[src/sv/bft_pkg.sv]
package bft_pkg;

    localparam int CUR_W           = 13;
    localparam int CFG_W           = 13;
    localparam int DEF_GLYPH_ROWS  = 16;
    localparam int DEF_GLYPH_COUNT = 256;
    localparam int GLYPH_COLS      = 8;
    localparam int QUEUE_DEPTH     = 2;

    localparam logic [CUR_W-1:0] HOME_X      = 13'd10;
    localparam logic [CUR_W-1:0] HOME_Y      = 13'd10;
    localparam logic [CUR_W-1:0] WRAP_MARGIN = 13'd10;
    localparam logic [CUR_W-1:0] CURSOR_MAX  = 13'd8191;
    localparam logic [7:0]       CODE_NEWLINE = 8'd10;

    localparam logic [CFG_W-1:0] RST_WIDTH  = 13'd1024;
    localparam logic [CFG_W-1:0] RST_HEIGHT = 13'd768;
    localparam logic [CFG_W-1:0] RST_PITCH  = 13'd1024;

    localparam logic [1:0] MODE_LOAD  = 2'd0;
    localparam logic [1:0] MODE_PRINT = 2'd1;
    localparam logic [1:0] MODE_ERASE = 2'd2;

    localparam logic [1:0] REG_WIDTH  = 2'd0;
    localparam logic [1:0] REG_HEIGHT = 2'd1;
    localparam logic [1:0] REG_PITCH  = 2'd2;

    typedef struct packed {
        logic             is_load;
        logic [7:0]       code;
        logic [31:0]      colour;
        logic [3:0]       row;
        logic [7:0]       bits;
        logic [CUR_W-1:0] cx;
        logic [CUR_W-1:0] cy;
    } t_job;

endpackage

[src/sv/bft_queue.sv]
module bft_queue
    import bft_pkg::*;
(
    input  logic i_clk,
    input  logic i_rst_n,
    input  logic i_push,
    input  t_job i_job,
    input  logic i_pop,
    output logic o_full,
    output logic o_nonempty,
    output t_job o_job
);

    localparam int PTR_W = $clog2(QUEUE_DEPTH);

    t_job                r_slot [QUEUE_DEPTH];
    logic [PTR_W-1:0]    r_wr, r_rd;
    logic [PTR_W:0]      r_count;

    assign o_full     = r_count == (PTR_W+1)'(QUEUE_DEPTH);
    assign o_nonempty = r_count != '0;
    assign o_job      = r_slot[r_rd];

    always_ff @(posedge i_clk) begin
        if (i_push) begin
            r_slot[r_wr] <= i_job;
        end
    end

    always_ff @(posedge i_clk) begin
        if (!i_rst_n) begin
            r_wr    <= '0;
            r_rd    <= '0;
            r_count <= '0;
        end else begin
            if (i_push) begin
                r_wr <= (r_wr == PTR_W'(QUEUE_DEPTH-1)) ? '0 : r_wr + 1'b1;
            end
            if (i_pop) begin
                r_rd <= (r_rd == PTR_W'(QUEUE_DEPTH-1)) ? '0 : r_rd + 1'b1;
            end
            case ({i_push, i_pop})
                2'b10:   r_count <= r_count + 1'b1;
                2'b01:   r_count <= r_count - 1'b1;
                default: r_count <= r_count;
            endcase
        end
    end

endmodule

[config.mk]
export PLATFORM = sky130hd
export DESIGN_NAME = bft_queue
export DESIGN_NICKNAME = d
export VERILOG_FILES = /design/src/sv/bft_pkg.sv /design/src/sv/bft_queue.sv
export SDC_FILE = /design/constraint.sdc
export NUM_CORES = 1
export LEC_CHECK = 0
export ABC_AREA = 1
export BUFFER_PORTS_ARGS = -buffer_cell sky130_fd_sc_hd__buf_2
export CORE_MARGIN = 4
export CORE_UTILIZATION = 33
export CTS_CLUSTER_SIZE = 10
export DETAILED_ROUTE_END_ITERATION = 8
export GPL_TIMING_DRIVEN = 0
export PLACE_DENSITY_LB_ADDON = 0.15
export SYNTH_ARGS = -nofsm -noshare
export SYNTH_HDL_FRONTEND = slang
export SYNTH_SLANG_ARGS = --single-unit
[constraint.sdc]
create_clock -name i_clk -period 6.2 [get_ports i_clk]
set_input_delay 1.55 -clock i_clk [delete_from_list [all_inputs] [get_ports i_clk]]
set_output_delay 1.55 -clock i_clk [all_outputs]
set_load 0.03 [all_outputs]
==> reports/results.ini <==
[synth]
syn_area_sq_mm=0.00596
synth_cells=281
ys_ff_latch=163
ys_seq_area_share_pct=81.3
ys_types=13
synthAdderAreaFrac_pct=0.210
synthSimpleGateAreaFrac_pct=1.36
muxShareOfSynthArea_pct=15.6
syn_area_per_cell_sq_um=21.2
synth_top_family_by_area=multiplexers
synth_compound_area_share_pct=0.168
synthXorXnorAreaFrac_pct=0
yosysWarnings=0
syn_nets=365

[power_and_ir_drop]
ir_worst_vdd_v=0.000182
total_power_mw=2.66
p_leak_nw=2.95
power_density_mw_per_mm2=344

[hold_path]
hp-start=r_rd
min_path_cells=2
hp-class=reg2reg

[global_routing]
grt_max_degree=41
grtUsageTotal_pct=11.3
grt_pass1_wl_mm=17.3
antenna_found_initial=5
met3_usage_pct=6.08
grt_use_met2_pct=17.9
grtUsageMet1_pct=12.7
top_usage_layer=met2
overflow=0
grt_pass1_vias=3317

[place]
dp_hpwl_mm=7.75
place_congestion=0.687
numPortBuffers=163
pre_cts_ws_ns=3.24

[critical_path]
reg2reg_slack_ns=4.60
crit_top_cell=buf_2
r2r_cells=3
critPathRequiredTime_ns=4.65
cp_slowest_cell=mux2_2
critical_path_peak_fanout=10
startpoint_type=register
crit_type=reg2out
path_cells=buf_6 > buf_2 > mux2_2 > buf_2
end_kind=output port
arrival_ns=1.74
r2r-end=r_slot[1][76]
r2r_start=r_wr
max_stage_delay_ns=0.38

[sta]
grt_setup_unrepaired=false
relSlewSlack_pct=52.8
fmax_mhz=304
worstMarginPinSlew_ns=0.706
finalSetupViolCount=0
fin_crit_ns=3.29
setup_slack_ns=2.91
period_share_pct=53.0
slew_violations=0
finalSetupTns_ns=0
hold_violations=0
clock_skew_ns=0.00454

[floorplanning]
die_area_sq_mm=0.0203
boundaryPins=164
die_h_um=142
start_util_pct=34.1
fp-row-count=48
core-area_sq_mm=0.0175
die_w_um=142

[clocking]
cts_tree=yes
postCtsSetupBuffers=0
cts_buffers=17
clk_pin_slew_worst_paths_ns=0.06
ctsResizeCount=0
hold_buffers=0
cts-root-buf=clkbuf_16
clock_latency_ns=0.41
clockBufferDepth=2
cts_sinks=163
htreeDepth=4

[final_layout]
fillers=1628
n_antenna_cell=0
multi_input_area_sq_mm=0.00104
drive_above_1_share_pct=60.1
fin_util_pct=44.3
ff_latch_area_sq_mm=0.00484
syn_to_final_growth_pct=29.7
fin_nets=550

[route]
drtPass1Iterations=4
ant_nets=0
wl_per_cell_um=16.2
dr_total_vias=3101
drcViolationCount=0
routed_wl_mm=11.4
dr.first_iter.drc_count=102
vias_per_cell=4.40

[flow_run]
cap_violations=0

[outcome]
status=finished, final reports clean

==> stage by stage <==
stage / std cells / instance area [sq um] / hold WS, ns
global route: 704 / 7730 / 0.549
detailed placement: 672 / 7130 / 0.493
CTS: 704 / 7730 / 0.517
finish: 704 / 7730 / 0.513
global placement: 669 / 7060 / 0.479
floorplan: 281 / 5960 / 0.463
==> cells by family (layout without fill, tap and decap cells) <==
logic type | count (synthesis) | count (layout)
compound gates | 2 | 2
fa+ha+maj | 1 | 1
buf+inv | 15 | 213
flops | 163 | 163
mux | 79 | 79
simple gates | 21 | 21
==> worst max path at each step <==
stage | depth (start not counted) | endpoint | start | slack (ns)
after global placement | 3 | r_slot[0][74] | i_push | -1.48
after global routing | 4 | o_job[48] | register | 2.78
after detailed placement | 4 | r_slot[0][64] | i_push | 3.24
after floorplan | 2 | r_slot[0][0] | i_push | 0.76
final | 4 | o_job[48] | register | 2.91
after CTS | 4 | o_job[48] | register | 2.85
==> where the power goes <==
group	internal [mW]	switching (mW)
clock	0.636	0.428
combinational	0.112	0.195
sequential	1.27	0.0126
total	2.02	0.635
==> sequential cells by signal (all words and copies together), names as in the netlist, named ones only <==
signal,count
r_slot,158
r_wr,1
r_count,2
r_rd,1
==> synthesized netlist by cell type, drive strengths merged <==
cell type	instances	area (sq um)
edfxtp	158	4740
nor2	11	41.3
inv	6	22.5
nand2	9	33.8
ha	1	12.5
o21ai	1	5.00
buf	9	63.8
mux2	79	927
dfxtp	5	100
a21oi	1	5.00
nand4	1	6.26
==> final cells by class <==
type | count | area share, %
timing repair buffer | 166 | 11.3
multi-input combinational | 103 | 13.4
inverter | 6 | 0.324
buffer | 9 | 0.825
tap | 225 | 3.64
clock inverter | 15 | 2.31
sequential | 163 | 62.6
clock buffer | 17 | 5.50
==> cell usage in the layout, fill, tap and decap left out, drive strengths merged <==
cell	netlist	final
buf	9	175
edfxtp	158	158
mux2	79	79
clkbuf	0	17
nor2	11	11
inv	6	10
nand2	9	9
dfxtp	5	5
clkinvlp	0	4
clkinv	0	4
bufinv	0	3
o21ai	1	1
a21oi	1	1
nand4	1	1
ha	1	1
==> worst max-delay path: cells and delay by family, from the launching register on <==
kind / cells / cell delay [ns]
buffers and inverters: 3 / 0.62
multiplexers: 1 / 0.38
flip-flops: 1 / 0.32
==> routing by layer <==
| layer | vias to the layer above | routed length, um | part of all wire [%] |
|---|---|---|---|
| met5 | - | 80 | 0.70 |
| met4 | 10 | 215 | 1.9 |
| met3 | 26 | 1130 | 9.9 |
| met2 | 110 | 5380 | 47 |
| met1 | 1492 | 4570 | 40 |
| li1 | 1463 | - | - |
(Power assumes the default switching activity.)
