File: src/sv/bft_pkg.sv
package bft_pkg;

    localparam int CUR_W           = 13;
    localparam int CFG_W           = 13;
    localparam int DEF_GLYPH_ROWS  = 16;
    localparam int DEF_GLYPH_COUNT = 256;
    localparam int GLYPH_COLS      = 8;
    localparam int QUEUE_DEPTH     = 2;

    localparam logic [CUR_W-1:0] HOME_X      = 13'd10;
    localparam logic [CUR_W-1:0] HOME_Y      = 13'd10;
    localparam logic [CUR_W-1:0] WRAP_MARGIN = 13'd10;
    localparam logic [CUR_W-1:0] CURSOR_MAX  = 13'd8191;
    localparam logic [7:0]       CODE_NEWLINE = 8'd10;

    localparam logic [CFG_W-1:0] RST_WIDTH  = 13'd1024;
    localparam logic [CFG_W-1:0] RST_HEIGHT = 13'd768;
    localparam logic [CFG_W-1:0] RST_PITCH  = 13'd1024;

    localparam logic [1:0] MODE_LOAD  = 2'd0;
    localparam logic [1:0] MODE_PRINT = 2'd1;
    localparam logic [1:0] MODE_ERASE = 2'd2;

    localparam logic [1:0] REG_WIDTH  = 2'd0;
    localparam logic [1:0] REG_HEIGHT = 2'd1;
    localparam logic [1:0] REG_PITCH  = 2'd2;

    typedef struct packed {
        logic             is_load;
        logic [7:0]       code;
        logic [31:0]      colour;
        logic [3:0]       row;
        logic [7:0]       bits;
        logic [CUR_W-1:0] cx;
        logic [CUR_W-1:0] cy;
    } t_job;

endpackage

File: src/sv/bft_front.sv
module bft_front
    import bft_pkg::*;
#(
    parameter int GLYPH_ROWS  = DEF_GLYPH_ROWS,
    parameter int GLYPH_COUNT = DEF_GLYPH_COUNT
) (
    input  logic             i_clk,
    input  logic             i_rst_n,
    input  logic             i_valid,
    input  logic             i_full,
    input  logic [1:0]       i_mode,
    input  logic [7:0]       i_char_code,
    input  logic [31:0]      i_colour,
    input  logic [3:0]       i_glyph_row,
    input  logic [7:0]       i_glyph_bits,
    input  logic [CFG_W-1:0] i_screen_width,
    output logic             o_push,
    output t_job             o_job
);

    logic [CUR_W-1:0] r_x, r_y;
    logic [CUR_W-1:0] n_x, n_y;
    logic             accept;
    logic             code_ok;
    logic [CUR_W:0]   x_step;
    logic [CUR_W-1:0] x_sat;
    logic [CUR_W:0]   wrap_sum;
    logic [CUR_W:0]   y_step;
    logic [CUR_W-1:0] y_next_line;

    function automatic logic [CUR_W-1:0] sat_cur(input logic [CUR_W:0] v);
        return v[CUR_W] ? CURSOR_MAX : v[CUR_W-1:0];
    endfunction

    assign accept      = i_valid && !i_full;
    assign code_ok     = 32'(i_char_code) < GLYPH_COUNT;
    assign x_step      = {1'b0, r_x} + (CUR_W+1)'(GLYPH_COLS);
    assign x_sat       = sat_cur(x_step);
    assign wrap_sum    = {1'b0, x_sat} + {1'b0, WRAP_MARGIN};
    assign y_step      = {1'b0, r_y} + (CUR_W+1)'(GLYPH_ROWS);
    assign y_next_line = sat_cur(y_step);

    always_comb begin
        n_x          = r_x;
        n_y          = r_y;
        o_push       = 1'b0;
        o_job.is_load = 1'b0;
        o_job.code   = i_char_code;
        o_job.colour = i_colour;
        o_job.row    = i_glyph_row;
        o_job.bits   = i_glyph_bits;
        o_job.cx     = r_x;
        o_job.cy     = r_y;
        case (i_mode)
            MODE_LOAD: begin
                o_job.is_load = 1'b1;
                o_push = accept && code_ok && (32'(i_glyph_row) < GLYPH_ROWS);
            end
            MODE_PRINT: begin
                if (i_char_code == CODE_NEWLINE) begin
                    n_x = HOME_X;
                    n_y = y_next_line;
                end else begin
                    o_push = accept && code_ok;
                    if (wrap_sum > {1'b0, i_screen_width}) begin
                        n_x = HOME_X;
                        n_y = y_next_line;
                    end else begin
                        n_x = x_sat;
                    end
                end
            end
            MODE_ERASE: begin
                n_x = (r_x >= CUR_W'(GLYPH_COLS)) ? r_x - CUR_W'(GLYPH_COLS) : '0;
                o_job.cx     = n_x;
                o_job.colour = '0;
                o_push       = accept && code_ok;
            end
            default: begin
                n_x = r_x;
            end
        endcase
    end

    always_ff @(posedge i_clk) begin
        if (!i_rst_n) begin
            r_x <= HOME_X;
            r_y <= HOME_Y;
        end else if (accept) begin
            r_x <= n_x;
            r_y <= n_y;
        end
    end

endmodule

File: config.mk
export PLATFORM = sky130hd
export DESIGN_NAME = bft_front
export DESIGN_NICKNAME = d
export VERILOG_FILES = /design/src/sv/bft_pkg.sv /design/src/sv/bft_front.sv
export SDC_FILE = /design/constraint.sdc
export NUM_CORES = 1
export LEC_CHECK = 0
export ABC_AREA = 1
export BUFFER_PORTS_ARGS = -buffer_cell sky130_fd_sc_hd__buf_4
export CORE_MARGIN = 2
export CORE_UTILIZATION = 47
export CTS_BUF_LIST = sky130_fd_sc_hd__clkbuf_16
export CTS_CLUSTER_DIAMETER = 80
export DETAILED_ROUTE_END_ITERATION = 10
export GPL_ROUTABILITY_DRIVEN = 1
export PLACE_DENSITY = 0.84
export SKIP_CTS_REPAIR_TIMING = 1
export SLEW_MARGIN = 0
export SYNTH_ARGS = -nofsm -noshare
export SYNTH_HDL_FRONTEND = slang
export SYNTH_SLANG_ARGS = --single-unit
File: constraint.sdc
create_clock -name i_clk -period 3.61 [get_ports i_clk]
set_input_delay 0.1805 -clock i_clk [delete_from_list [all_inputs] [get_ports i_clk]]
set_output_delay 0.1805 -clock i_clk [all_outputs]
set_load 0.01 [all_outputs]
==> impl_results.md <==
- Asr flop ratio synth: 0
- Die width: 83.73 um
- Layout Cell Area excl Fill: 0.004051 sq mm
- Cell family with most CP delay: simple AND/OR/NAND/NOR gates
- Sequential-to-total area share from yosys stat: 0.1541
- Data arrival, critical path: 3.56 ns
- Hold Crit Start: i_rst_n
- Clock Sinks: 23
- Largest net degree at the start of global routing: 48
- PD cells: 215.6 mW/mm^2
- # diodes: 0
- Status: completed
- WL/cell: 13.26 um
- Yosys warning count: 0
- DRT Wirelength: 9.254 mm
- Worst slew pin tran: 1.042 ns
- Final worst path period share: 0.9498
- Worst R2R End: r_y[8]$_SDFFE_PN0P_
- Placed inst area: 0.003814 sq mm
- CP startpoint: r_x[9]$_SDFFE_PN0P_
- Worst-path cell chain: nand2_2, nor2_4, nand2_4, buf_4, nand2_1, nand3_1, or2_1, xor2_1, inv_1, ha_1, nand2_1, nor2_2, nand3_1, nand3_1, nand2_1, nand2_1, nand2_1, nand2_1, nand2_4, nand2_8, nand2_4, nand2_1, a21oi_1
- CTS tree: yes
- EDFF count, synth: 0
- Die ar.: 0.007011 sq mm
- CP max stage delay: 0.47 ns
- Worst-path clk slew: 0.06 ns
- R2R setup slack: 0.18 ns
- 1st-pass router iterations: 5
- Peak supply drop: 0.0002229 V
- Initial antenna violation count: 0
- Initial Util: 0.4787
- Die height: 83.73 um
- Clk buf depth: 2
- Final core utilization: 0.6492
- Antenna Violating Nets Remaining: 0
- Clk_skew: 0.001369 ns
- Post-synthesis cell type count: 41
- Yosys top cell by area: dfxtp_1
- Input/output buffers: 124
- Via count: 3625
- Critical Path Sink Type: flop
- Unrepaired setup endpoints after global routing: yes
- Worst setup path class: flop to flop
- # H-tree levels: 1
- Share of layout cells above drive strength 1: 0.2882
- Routability congestion estimate: 0.9824
- Max-cap violations: 0
- Total CTS buffers: 3
- Hold Vio Cnt, Final: 0
- Final setup vio count: 0
- Global route overflow: 0
- Worst EP required: 3.74 ns
- Synth Area per Inst: 5.824 sq um
- WP buf/inv: 2
- Worst hold margin: 0.2243 ns
- Gate Count Post-Synth: 513
- DRT iter0 DRCs: 243
- Clock Latency Late Sink: 0.26 ns
- Hold Path Stages: 3
- Fmax: 0.2917 GHz
- Area grow syn2layout: 35.59%
- Boundary Pins: 151
- Via/cell ratio: 5.193
- Period minus WS final: 3.429 ns
- Reg-to-Reg Start: r_x[9]$_SDFFE_PN0P_
- Largest cells by area after synthesis: dfxtp_1 (15%), inv_1 (13%), nand2_1 (12%), ha_1 (8.8%), nor2_1 (8.3%)
- Worst Hold End: r_y[4]$_SDFFE_PN0P_
- Root buffer cell: clkbuf_16
- Fin. max-slew vios: 0
- Core Box Area: 0.006241 sq mm
- Leakage Power: 2.257 nW
- DRC: 0
- Flops & latches, synth: 23
- Prevailing post-synth register cell: dfxtp_1
- GRT Resource Usage Total: 0.2488
- Startpoint types: flop
- Peak fanout along the critical path: 8
- Vias in the first global route: 3374
- First-pass GRT wire length: 14.68 mm
- Worst Hold Class: input port to flop
- Row Count: 29
- Post-DP HPWL: 7.274 mm
- CP dominant cell by count: nand2_1
- Rel. slew slack: 0.3052
- Slowest CP cell: dfxtp_1
- Commonest cells post-synth: inv_1 (103), nand2_1 (94), nor2_1 (66)
- Synth Cell Area: 0.002988 sq mm
- Post-synth top area share: 0.1541
- Most common cell in the netlist: inv_1
- Worst-case reg-to-reg path depth: 23
- NumNets Final: 714
[state kept, by name, indices dropped and copies added, names as in the netlist]
signal,flops
r_y,10
r_x,13
[through the flow]
step / total power, W / instances / TNS (ns) / setup WS, ns
floorplan: 0.0004797 / 514 / 0 / 0.3287
global placement: 0.0006035 / 683 / 0 / 0.2072
detailed placement: 0.0006102 / 683 / -0.006609 / -0.003825
CTS: 0.0008535 / 687 / -0.06420 / -0.03204
global route: 0.0009203 / 698 / -0.1608 / -0.03411
finish: 0.0008734 / 698 / 0 / 0.1813
[layer usage]
metal,wire length (um),track usage,up-vias
met4,216,0.06305,0
met2,4948,0.4916,183
met1,3410,0.2705,1618
met3,679,0.04055,30
li1,-,-,1794
met5,0,0,-
[final cells by class]
| class | instances | area [sq um] |
|---|---|---|
| tap | 77 | 96.34 |
| fill | 585 | 2190 |
| timing repair buffer | 140 | 1055 |
| clock inverter | 1 | 7.507 |
| sequential | 23 | 469.2 |
| clock buffer | 3 | 75.07 |
| inverter | 107 | 404.1 |
| multi-input combinational | 347 | 1944 |
[cell families (layout without fill, tap and decap cells)]
logic type | count (synthesis) | count (layout) | share of synthesized area
AOI/OAI and AO/OA | 63 | 63 | 0.1173
xor gates and xnor gates | 15 | 15 | 0.04397
adders and majority gates | 21 | 21 | 0.08794
DFF | 23 | 23 | 0.1541
and+or+nand+nor | 245 | 246 | 0.3765
other | 1 | 2 | 0.001255
buffers and inverters | 145 | 251 | 0.2190
[report_power, final]
group	total, W	leakage, nW	switching, W	internal [W]
combinational	0.000350	2.03	0.000189	0.000161
sequential	0.000274	0.188	0.0000125	0.000261
clock	0.000250	0.0371	0.0000991	0.000150
[cell usage in the layout (no fill, tap or decap), drive strengths merged]
| cell type | count |
|---|---|
| conb | 2 |
| or2 | 2 |
| a21oi | 30 |
| nand4 | 18 |
| a31oi | 1 |
| o22ai | 1 |
| nand3 | 40 |
| a21o | 1 |
| nand3b | 2 |
| o21bai | 1 |
| dfxtp | 23 |
| nor2 | 72 |
| nand2 | 103 |
| o2bb2ai | 2 |
| xor2 | 13 |
| inv | 106 |
| clkinv | 1 |
| nor3 | 5 |
| o21ai | 25 |
| or4 | 1 |
| buf | 140 |
| xnor2 | 2 |
| clkinvlp | 1 |
| nor4 | 3 |
| clkbuf | 3 |
| a211oi | 1 |
| o31ai | 1 |
| ha | 21 |
[worst max path at each step]
stage	end	slack (ns)	cells past startpoint
floorplan	r_x[2]$_SDFFE_PN0P_	0.33	25
global placement	r_y[10]$_SDFFE_PN0P_	0.21	27
detailed placement	r_y[11]$_SDFFE_PN0P_	-0.004	27
CTS	r_y[8]$_SDFFE_PN0P_	-0.03	27
global route	r_y[11]$_SDFFE_PN0P_	-0.03	24
finish	r_y[8]$_SDFFE_PN0P_	0.18	23
[tightest hold or removal path: cells and delay by family]
family / cells / cell delay, ns
buffers and inverters: 1 / 0.16
and+or+nand+nor: 2 / 0.10
No activity file was read; power rests on OpenSTA's default activity.
